`src/hdl/pse_pkg.sv`:
```
package pse_pkg;

    localparam int Capacity = 64;
    localparam int ValueWidth = 32;
    localparam int IdxW = $clog2(Capacity);
    localparam int CntW = $clog2(Capacity + 1);
    // Bits of the shift amount, one remainder step each.
    localparam int ModSteps = 31;

    // Action codes carried in the input beat.
    localparam logic [2:0] ACT_INSERT = 3'd0;
    localparam logic [2:0] ACT_REMOVE = 3'd1;
    localparam logic [2:0] ACT_DUMP   = 3'd2;
    localparam logic [2:0] ACT_MOVE   = 3'd3;
    localparam logic [2:0] ACT_REV    = 3'd4;
    localparam logic [2:0] ACT_ROTL   = 3'd5;
    localparam logic [2:0] ACT_ROTR   = 3'd6;
    localparam logic [2:0] ACT_BAD    = 3'd7;

    // Status codes of a result beat.
    localparam logic [1:0] ST_OK    = 2'd0;
    localparam logic [1:0] ST_FULL  = 2'd1;
    localparam logic [1:0] ST_RANGE = 2'd2;
    localparam logic [1:0] ST_EMPTY = 2'd3;

    typedef enum logic [2:0] {
        S_IDLE,
        S_DECODE,
        S_MOD,
        S_RD,
        S_WR,
        S_DUMP_RD,
        S_DUMP_OUT,
        S_STATUS
    } pse_state_t;

    // Datapath operations ordered by the controller.
    typedef enum logic [3:0] {
        OP_NONE,
        OP_LATCH,
        OP_DECODE,
        OP_MODSTEP,
        OP_READ,
        OP_WRITE,
        OP_COMMIT,
        OP_DUMP_LOAD,
        OP_STATUS_LOAD
    } pse_op_t;

    typedef struct packed {
        pse_op_t op;
    } pse_cmd_t;

    typedef struct packed {
        logic [2:0] action;
        logic       early;     // result is a plain status beat, no edit
        logic       mod_last;  // last remainder step
        logic       walk_done; // every entry of the new sequence written
        logic       dump_last; // current dump beat is the final one
    } pse_stat_t;

endpackage

```
`src/hdl/positional_sequence_editor_core.sv`:
```
// Channel  | Beat        | Fields of tdata / tuser (lowest bit up)
// s_axis   | one action  | tdata: action[2:0] value[34:3] position[40:35]
//          |             |        target_position[46:41] shift_amount[77:47]
// m_axis   | one result  | tdata: element[31:0] status[33:32] length[40:34]; tlast: last
// An action is taken only when idle; decode follows the accept cycle.
// An edit writes the new sequence into the other bank, a read state and a write state per entry,
// then commits and loads its status.
// A rotation first works out the remainder of the shift amount by the length, one bit per step.
// A dump reads and loads one beat per entry; a plain status action goes from decode to its status beat.
// Reset clears the length; the store is not cleared. A waiting result stalls the next load.
module positional_sequence_editor_core
    import pse_pkg::*;
(
    input  logic        clk,
    input  logic        rst_n,
    input  logic        s_axis_tvalid,
    output logic        s_axis_tready,
    input  logic [79:0] s_axis_tdata,  // action, value, position, target_position, shift_amount
    output logic        m_axis_tvalid,
    input  logic        m_axis_tready,
    output logic [47:0] m_axis_tdata,  // element, status, length
    output logic        m_axis_tlast   // last
);

    pse_cmd_t  cmd;
    pse_stat_t stat;
    logic      out_free;
    logic [31:0] el;
    logic [1:0]  st;
    logic [6:0]  len;

    pse_ctrl u_ctrl (
        .clk      (clk),
        .rst_n    (rst_n),
        .in_fire  (s_axis_tvalid && s_axis_tready),
        .out_free (out_free),
        .stat     (stat),
        .cmd      (cmd),
        .in_ready (s_axis_tready)
    );

    pse_dp u_dp (
        .clk         (clk),
        .rst_n       (rst_n),
        .cmd         (cmd),
        .in_action   (s_axis_tdata[2:0]),
        .in_value    (s_axis_tdata[34:3]),
        .in_position (s_axis_tdata[40:35]),
        .in_target   (s_axis_tdata[46:41]),
        .in_shift    (s_axis_tdata[77:47]),
        .out_take    (m_axis_tvalid && m_axis_tready),
        .stat        (stat),
        .out_valid   (m_axis_tvalid),
        .out_free    (out_free),
        .out_element (el),
        .out_last    (m_axis_tlast),
        .out_status  (st),
        .out_length  (len)
    );

    assign m_axis_tdata = {7'd0, len, st, el};

endmodule

```
`src/hdl/pse_ctrl.sv`:
```
module pse_ctrl
    import pse_pkg::*;
(
    input  logic      clk,
    input  logic      rst_n,
    input  logic      in_fire,
    input  logic      out_free,
    input  pse_stat_t stat,
    output pse_cmd_t  cmd,
    output logic      in_ready
);

    pse_state_t state_reg, state_next;

    // State register.
    always_ff @(posedge clk or negedge rst_n)
    begin
        if (!rst_n)
        begin
            state_reg <= S_IDLE;
        end
        else
        begin
            state_reg <= state_next;
        end
    end

    // Sequencing of one action.
    always_comb
    begin
        state_next = state_reg;
        cmd.op = OP_NONE;
        in_ready = 1'b0;
        case (state_reg)
            S_IDLE:
            begin
                in_ready = 1'b1;
                if (in_fire)
                begin
                    cmd.op = OP_LATCH;
                    state_next = S_DECODE;
                end
            end
            S_DECODE:
            begin
                cmd.op = OP_DECODE;
                if (stat.early)
                begin
                    state_next = S_STATUS;
                end
                else if (stat.action == ACT_DUMP)
                begin
                    state_next = S_DUMP_RD;
                end
                else if (stat.action == ACT_ROTL || stat.action == ACT_ROTR)
                begin
                    state_next = S_MOD;
                end
                else
                begin
                    state_next = S_RD;
                end
            end
            S_MOD:
            begin
                cmd.op = OP_MODSTEP;
                if (stat.mod_last)
                begin
                    state_next = S_RD;
                end
            end
            S_RD:
            begin
                if (stat.walk_done)
                begin
                    cmd.op = OP_COMMIT;
                    state_next = S_STATUS;
                end
                else
                begin
                    cmd.op = OP_READ;
                    state_next = S_WR;
                end
            end
            S_WR:
            begin
                cmd.op = OP_WRITE;
                state_next = S_RD;
            end
            S_DUMP_RD:
            begin
                cmd.op = OP_READ;
                state_next = S_DUMP_OUT;
            end
            S_DUMP_OUT:
            begin
                if (out_free)
                begin
                    cmd.op = OP_DUMP_LOAD;
                    state_next = stat.dump_last ? S_IDLE : S_DUMP_RD;
                end
            end
            S_STATUS:
            begin
                if (out_free)
                begin
                    cmd.op = OP_STATUS_LOAD;
                    state_next = S_IDLE;
                end
            end
            default:
            begin
                state_next = S_IDLE;
            end
        endcase
    end

endmodule

```
`src/hdl/pse_dp.sv`:
```
module pse_dp
    import pse_pkg::*;
(
    input  logic                  clk,
    input  logic                  rst_n,
    input  pse_cmd_t              cmd,
    input  logic [2:0]            in_action,
    input  logic [31:0]           in_value,
    input  logic [5:0]            in_position,
    input  logic [5:0]            in_target,
    input  logic [30:0]           in_shift,
    input  logic                  out_take,
    output pse_stat_t             stat,
    output logic                  out_valid,
    output logic                  out_free,
    output logic [31:0]           out_element,
    output logic                  out_last,
    output logic [1:0]            out_status,
    output logic [6:0]            out_length
);

    // Two banks: an edit reads the live bank and writes the new sequence into the other.
    logic [ValueWidth-1:0] mem_a [Capacity];
    logic [ValueWidth-1:0] mem_b [Capacity];
    logic [ValueWidth-1:0] rda_reg, rdb_reg;
    logic                  bank_reg;    // set while bank b holds the live sequence

    logic [CntW-1:0]       count_reg;
    logic [2:0]            act_reg;
    logic [ValueWidth-1:0] val_reg;
    logic [CntW-1:0]       pos_reg, tgt_reg;
    logic [30:0]           shamt_reg;
    logic [CntW-1:0]       rem_reg;     // running remainder of shift_amount by the length
    logic [4:0]            mbit_reg;    // bit of the shift amount being fed
    logic [CntW-1:0]       i_reg;       // index in the new sequence or in the dump
    logic [1:0]            st_reg;

    logic                  ov_reg;
    logic [31:0]           oe_reg;
    logic                  ol_reg;
    logic [1:0]            os_reg;
    logic [CntW-1:0]       olen_reg;

    logic [CntW-1:0]       pos_c;
    logic [CntW-1:0]       new_len;
    logic [CntW:0]         rem_sh;
    logic [CntW-1:0]       rem_next;
    logic [CntW-1:0]       k_rot;
    logic [CntW:0]         rot_sum;
    logic [CntW-1:0]       rot_src;
    logic [CntW-1:0]       src_idx;
    logic                  use_val;
    logic [ValueWidth-1:0] rd_data;
    logic [ValueWidth-1:0] wr_data;
    logic                  early;
    logic [1:0]            early_st;

    assign pos_c = (pos_reg > count_reg) ? count_reg : pos_reg;

    // Plain status cases decided right after the beat is taken.
    always_comb
    begin
        early = 1'b0;
        early_st = ST_OK;
        if (act_reg == ACT_BAD)
        begin
            early = 1'b1;
            early_st = ST_RANGE;
        end
        else if (act_reg == ACT_INSERT)
        begin
            if (count_reg >= CntW'(Capacity))
            begin
                early = 1'b1;
                early_st = ST_FULL;
            end
        end
        else if (count_reg == '0)
        begin
            early = 1'b1;
            early_st = ST_EMPTY;
        end
        else if (act_reg == ACT_REMOVE && pos_reg >= count_reg)
        begin
            early = 1'b1;
            early_st = ST_RANGE;
        end
        else if (act_reg == ACT_MOVE
                 && (pos_reg >= count_reg || tgt_reg >= count_reg))
        begin
            early = 1'b1;
            early_st = ST_RANGE;
        end
    end

    // Length after the edit.
    always_comb
    begin
        case (act_reg)
            ACT_INSERT: new_len = CntW'(count_reg + 1'b1);
            ACT_REMOVE: new_len = CntW'(count_reg - 1'b1);
            default:    new_len = count_reg;
        endcase
    end

    // One restoring step of shift_amount mod length, most significant bit first.
    assign rem_sh = {rem_reg, shamt_reg[mbit_reg]};
    assign rem_next = (rem_sh >= {1'b0, count_reg}) ? CntW'(rem_sh - {1'b0, count_reg})
                                                    : CntW'(rem_sh);

    // Rotation start in the old sequence, and the wrapped source of entry i.
    assign k_rot = (act_reg == ACT_ROTL) ? rem_reg :
                   ((rem_reg == '0) ? '0 : CntW'(count_reg - rem_reg));
    assign rot_sum = {1'b0, i_reg} + {1'b0, k_rot};
    assign rot_src = (rot_sum >= {1'b0, count_reg}) ? CntW'(rot_sum - {1'b0, count_reg})
                                                    : CntW'(rot_sum);

    // Old index that feeds entry i of the new sequence.
    always_comb
    begin
        src_idx = i_reg;
        use_val = 1'b0;
        case (act_reg)
            ACT_INSERT:
            begin
                if (i_reg == pos_c)
                begin
                    use_val = 1'b1;
                end
                else if (i_reg > pos_c)
                begin
                    src_idx = CntW'(i_reg - 1'b1);
                end
            end
            ACT_REMOVE:
            begin
                if (i_reg >= pos_reg)
                begin
                    src_idx = CntW'(i_reg + 1'b1);
                end
            end
            ACT_MOVE:
            begin
                if (i_reg == tgt_reg)
                begin
                    src_idx = pos_reg;
                end
                else if (pos_reg < tgt_reg && i_reg >= pos_reg && i_reg < tgt_reg)
                begin
                    src_idx = CntW'(i_reg + 1'b1);
                end
                else if (pos_reg > tgt_reg && i_reg > tgt_reg && i_reg <= pos_reg)
                begin
                    src_idx = CntW'(i_reg - 1'b1);
                end
            end
            ACT_REV:
            begin
                src_idx = CntW'(count_reg - 1'b1 - i_reg);
            end
            ACT_ROTL, ACT_ROTR:
            begin
                src_idx = rot_src;
            end
            default:
            begin
            end
        endcase
    end

    assign rd_data = bank_reg ? rdb_reg : rda_reg;
    assign wr_data = use_val ? val_reg : rd_data;

    always_comb
    begin
        stat.action    = act_reg;
        stat.early     = early;
        stat.mod_last  = (mbit_reg == 5'd0);
        stat.walk_done = (i_reg == new_len);
        stat.dump_last = (CntW'(i_reg + 1'b1) == count_reg);
    end

    // Bank a port.
    always_ff @(posedge clk)
    begin
        if (cmd.op == OP_READ)
        begin
            rda_reg <= mem_a[src_idx[IdxW-1:0]];
        end
        if (cmd.op == OP_WRITE && bank_reg)
        begin
            mem_a[i_reg[IdxW-1:0]] <= wr_data;
        end
    end

    // Bank b port.
    always_ff @(posedge clk)
    begin
        if (cmd.op == OP_READ)
        begin
            rdb_reg <= mem_b[src_idx[IdxW-1:0]];
        end
        if (cmd.op == OP_WRITE && !bank_reg)
        begin
            mem_b[i_reg[IdxW-1:0]] <= wr_data;
        end
    end

    // Payload, remainder and status registers.
    always_ff @(posedge clk)
    begin
        case (cmd.op)
            OP_LATCH:
            begin
                act_reg <= in_action;
                val_reg <= ValueWidth'($signed(in_value));
                pos_reg <= CntW'(in_position);
                tgt_reg <= CntW'(in_target);
                shamt_reg <= in_shift;
                rem_reg <= '0;
                mbit_reg <= 5'(ModSteps - 1);
            end
            OP_DECODE:
            begin
                st_reg <= early ? early_st : ST_OK;
            end
            OP_MODSTEP:
            begin
                rem_reg <= rem_next;
                mbit_reg <= mbit_reg - 5'd1;
            end
            default:
            begin
            end
        endcase
    end

    // Walk index, length, live bank and output valid.
    always_ff @(posedge clk or negedge rst_n)
    begin
        if (!rst_n)
        begin
            count_reg <= '0;
            bank_reg <= 1'b0;
            i_reg <= '0;
            ov_reg <= 1'b0;
        end
        else
        begin
            case (cmd.op)
                OP_LATCH:
                begin
                    i_reg <= '0;
                end
                OP_WRITE, OP_DUMP_LOAD:
                begin
                    i_reg <= CntW'(i_reg + 1'b1);
                end
                OP_COMMIT:
                begin
                    count_reg <= new_len;
                    bank_reg <= ~bank_reg;
                end
                default:
                begin
                end
            endcase
            if (cmd.op == OP_DUMP_LOAD || cmd.op == OP_STATUS_LOAD)
            begin
                ov_reg <= 1'b1;
            end
            else if (out_take)
            begin
                ov_reg <= 1'b0;
            end
        end
    end

    // Output register.
    always_ff @(posedge clk)
    begin
        if (cmd.op == OP_DUMP_LOAD)
        begin
            oe_reg <= 32'(rd_data);
            ol_reg <= stat.dump_last;
            os_reg <= ST_OK;
            olen_reg <= count_reg;
        end
        else if (cmd.op == OP_STATUS_LOAD)
        begin
            oe_reg <= '0;
            ol_reg <= 1'b1;
            os_reg <= st_reg;
            olen_reg <= count_reg;
        end
    end

    assign out_valid   = ov_reg;
    assign out_free    = !ov_reg || out_take;
    assign out_element = oe_reg;
    assign out_last    = ol_reg;
    assign out_status  = os_reg;
    assign out_length  = 7'(olen_reg);

    // Bookkeeping stays in range and a waiting beat holds still.
    a_count_range: assert property (@(posedge clk) disable iff (!rst_n)
        count_reg <= CntW'(Capacity));
    a_walk_range: assert property (@(posedge clk) disable iff (!rst_n)
        i_reg <= CntW'(Capacity));
    a_load_free: assert property (@(posedge clk) disable iff (!rst_n)
        (cmd.op == OP_DUMP_LOAD || cmd.op == OP_STATUS_LOAD) |-> out_free);
    a_beat_hold: assert property (@(posedge clk) disable iff (!rst_n)
        (ov_reg && !out_take) |=> (ov_reg && $stable(oe_reg) && $stable(ol_reg)
                                   && $stable(os_reg) && $stable(olen_reg)));

endmodule

```
`config.mk`:
```
export PLATFORM = sky130hd
export DESIGN_NAME = positional_sequence_editor_core
export DESIGN_NICKNAME = d
export VERILOG_FILES = /design/src/hdl/pse_pkg.sv /design/src/hdl/positional_sequence_editor_core.sv /design/src/hdl/pse_ctrl.sv /design/src/hdl/pse_dp.sv
export SDC_FILE = /design/constraint.sdc
export NUM_CORES = 2
export LEC_CHECK = 0
export BUFFER_PORTS_ARGS = -buffer_cell sky130_fd_sc_hd__buf_2
export CORE_ASPECT_RATIO = 0.9
export CORE_MARGIN = 1
export CORE_UTILIZATION = 59
export CTS_BUF_LIST = sky130_fd_sc_hd__clkbuf_8
export CTS_CLUSTER_DIAMETER = 200
export DETAILED_ROUTE_END_ITERATION = 8
export PLACE_DENSITY = 0.78
export SYNTH_ARGS = -nofsm -noshare
export SYNTH_HDL_FRONTEND = slang
export SYNTH_HIERARCHICAL = 1
export SYNTH_SLANG_ARGS = --single-unit
export TNS_END_PERCENT = 10
```
`constraint.sdc`:
```
create_clock -name clk -period 9.5 [get_ports clk]
set_clock_uncertainty 0.2 [all_clocks]
set_input_delay 1.9 -clock clk [delete_from_list [all_inputs] [get_ports clk]]
set_output_delay 1.9 -clock clk [all_outputs]
set_load 0.005 [all_outputs]
```
==> metrics.txt <==
status finished, violations left; violated checks capacitance limit; hold crit path type reg -> reg; Routed Antenna Nets 0; H-tree levels 6; Post-Route WL about 460000 um; final period utilization approximately nine tenths; Vert. Die Dim 507.5 um; setup TNS 0 ns; IO buf count about 130; Via density 6.837; critical-path maximum fanout 24; Inserted Clock Buffers 657; EDFF count, synth 4292; HPWL Detailed 257500 um; most used cell, CP nor2b_1; Post-Syn Instances 8719; DRC 0; DIE WIDTH 563.7 um; Setup CP Type reg -> reg; Async SR Flop Fraction 0.4405%; critical-path cell list inv_1 -> ha_1 -> a21oi_1 -> nor2b_1 -> o21ai_0 -> nor2b_1 -> mux2i_1 -> ha_1 -> nor2b_1 -> o31ai_1 -> a21oi_1 -> a32oi_1 -> o221ai_1 -> o32ai_4 -> and2_4 -> buf_12 -> buf_12 -> mux4_2 -> a22oi_1 -> nand4_1 -> or2_2; io pins 135; post-CTS setup buffer count 0; Area Overhead vs Synth 12.44%; CTS-repair resized insts 0; # rows 185; Ys Warns 6; clock buffer depth 4; metal3 WL approximately 70000 um; post-synthesis average cell area around 19 um^2; largest net degree at the start of global routing 129; Slew HR 0.5421%; Setup crit start kind flop; global-route usage over all layers 32.15%; fmax 115.9 MHz; Seq/Total Area, Yosys about 77%; hold_sp u_dp/out_status[0]; Final nets 9585; Worst-Skew Late Latency 1.12 ns; vias after detailed routing 93750; met1 WL 160100 um; post-synthesis cell type count 89; Synth Cell Area 167500 um^2; top_reg_cell synth edfxtp_1; max cap viols 1; Slew Viols, Final 0; Worst R2R Start u_dp/count_reg[4]; Starting Density 59.33%; Starting DRT DRC Count around 15000; GPL Wtd Cong 0.9317; highest-delay cell along the critical path dfrtp_1; Final Hold Fails 0; crit end category flop; Wirelength per Cell 33.68 um; global route overflow 0; CP arrival between 9 and 10 ns; minimum clock period after layout 8.627 ns; worst endpoint required time a little over 10 ns; DR pass1 iterations 8; global-route wire length before repair ~650000 um; area leader, netlist edfxtp_1; clock-pin slew on the worst setup and hold paths ~0.060 ns; CTS root buffer clkbuf_8; crit-path max cell delay 0.82 ns; CTS tree built; cts hold-fix bufs 0; final setup fails 0; clock sink count 4313; vias in the first global route 92370; initial antenna violation count 42; DIE AREA 286100 um^2; Worst Max-Slew Pin Slew 1.492 ns; layout cells sized above 1 23.88%; WHS 0.2970 ns; met2 wire len slightly above 200000 um; core footprint ~280000 um^2; top cell type's share of synthesized area 76.93%; uppermost layer routed met5; crit path from u_dp/count_reg[4]; Yosys reg bits 4313; largest cells by area after synthesis edfxtp_1, mux4_2, a22oi_1, nand2_1, nand3_1; Reg2Reg Depth 21; worst hold path depth 2; RSZ-0062 raised after global routing false
==> routing by layer <==
metal  vias to the layer above  GRT usage (%)
li1                      37360              -
met1                     47420          44.39
met2                      7670          47.57
met3                      1257          9.930
met4                        40          14.72
met5                         -              0
==> cells in the mapped netlist, drive strengths merged, types with 13 or more instances <==
master  count
a211oi    149
dfrtp      19
xor2       16
nor2b      14
mux2i      78
nand2b     14
o22ai      13
a22o       13
a21o       27
nand3     299
o21ai      53
nor2      274
or2        48
edfxtp   4292
buf       279
a21oi     107
xnor2      44
ha         74
nor3       47
nand2     761
and3      147
a31oi     128
clkbuf    249
or3        15
nand4     125
a32oi      16
a311oi     32
mux4      777
a22oi     408
inv        41
==> per-stage QoR <==
stage | util, % | cell area [um^2] | std cells | worst slack (ns)
floorplan | - | 167600 | 8725 | 0.5043
global placement | 62.49 | 176500 | 12500 | 1.272
detailed placement | 62.49 | 176500 | 12500 | 1.175
CTS | 66.67 | 188300 | 13680 | 1.065
global route | 66.68 | 188300 | 13680 | 0.5832
finish | 66.71 | 188400 | 13710 | 0.8733
==> worst paths after layout <==
kind	end	slack, ns
setup / recovery	u_dp/rdb_reg[29]	0.87
hold / removal	u_dp/out_status[0]	0.30
setup reg to reg	u_dp/rdb_reg[29]	0.87
hold reg to reg	u_dp/out_status[0]	0.30
max in group asynchronous	u_dp/bank_reg	8.07
min in group asynchronous	u_ctrl/state_reg[0]	0.62
==> cell families after synthesis <==
group	after synthesis	share of synthesized area, %
AND/OR/NAND/NOR	1799	4.986
other	2	0.004483
buffers and inverters	571	1.473
flip-flops	4313	77.24
AO/OA/AOI/OAI	1035	4.429
XOR/XNOR	60	0.3137
multiplexers	860	10.95
adder cells (fa/ha/maj)	79	0.6124
==> worst max-delay path: cells and delay by family (launching register included) <==
kind	cells	cell delay, ns
compound gates	8	2.11
fa+ha+maj	2	0.70
buf+inv	3	0.99
flops	1	0.82
mux	2	0.80
simple gates	6	2.69
==> cells in the final DEF, fill, tap and decap left out, drive strengths merged, types with 14 or more instances in the layout <==
cell,synthesis,final
a21o,27,27
dfrtp,19,19
a32oi,16,16
or2,48,48
clkbuf,249,669
buf,279,566
mux4,777,777
ha,74,74
edfxtp,4292,4292
xor2,16,16
nor2b,14,14
nor3,47,47
nand2b,14,14
a22oi,408,408
or3,15,15
a211oi,149,149
diode,0,35
mux2i,78,78
and3,147,147
nor2,274,274
inv,41,276
xnor2,44,44
a31oi,128,128
a21oi,107,107
o21ai,53,53
a311oi,32,32
nand2,761,761
nand4,125,125
clkinv,2,249
nand3,299,299
==> area by class of cell <==
type	count	area, um^2
antenna	35	87.58
timing repair buffer	566	4987
sequential	4313	129400
multi-input combinational	3841	37240
clock inverter	505	2610
tap	3740	4679
inverter	43	161.4
clock buffer	669	9208
fill	17190	94020
Power is not shown: default switching activity piles up to over one toggle a cycle in this logic, so the estimate is an artifact.
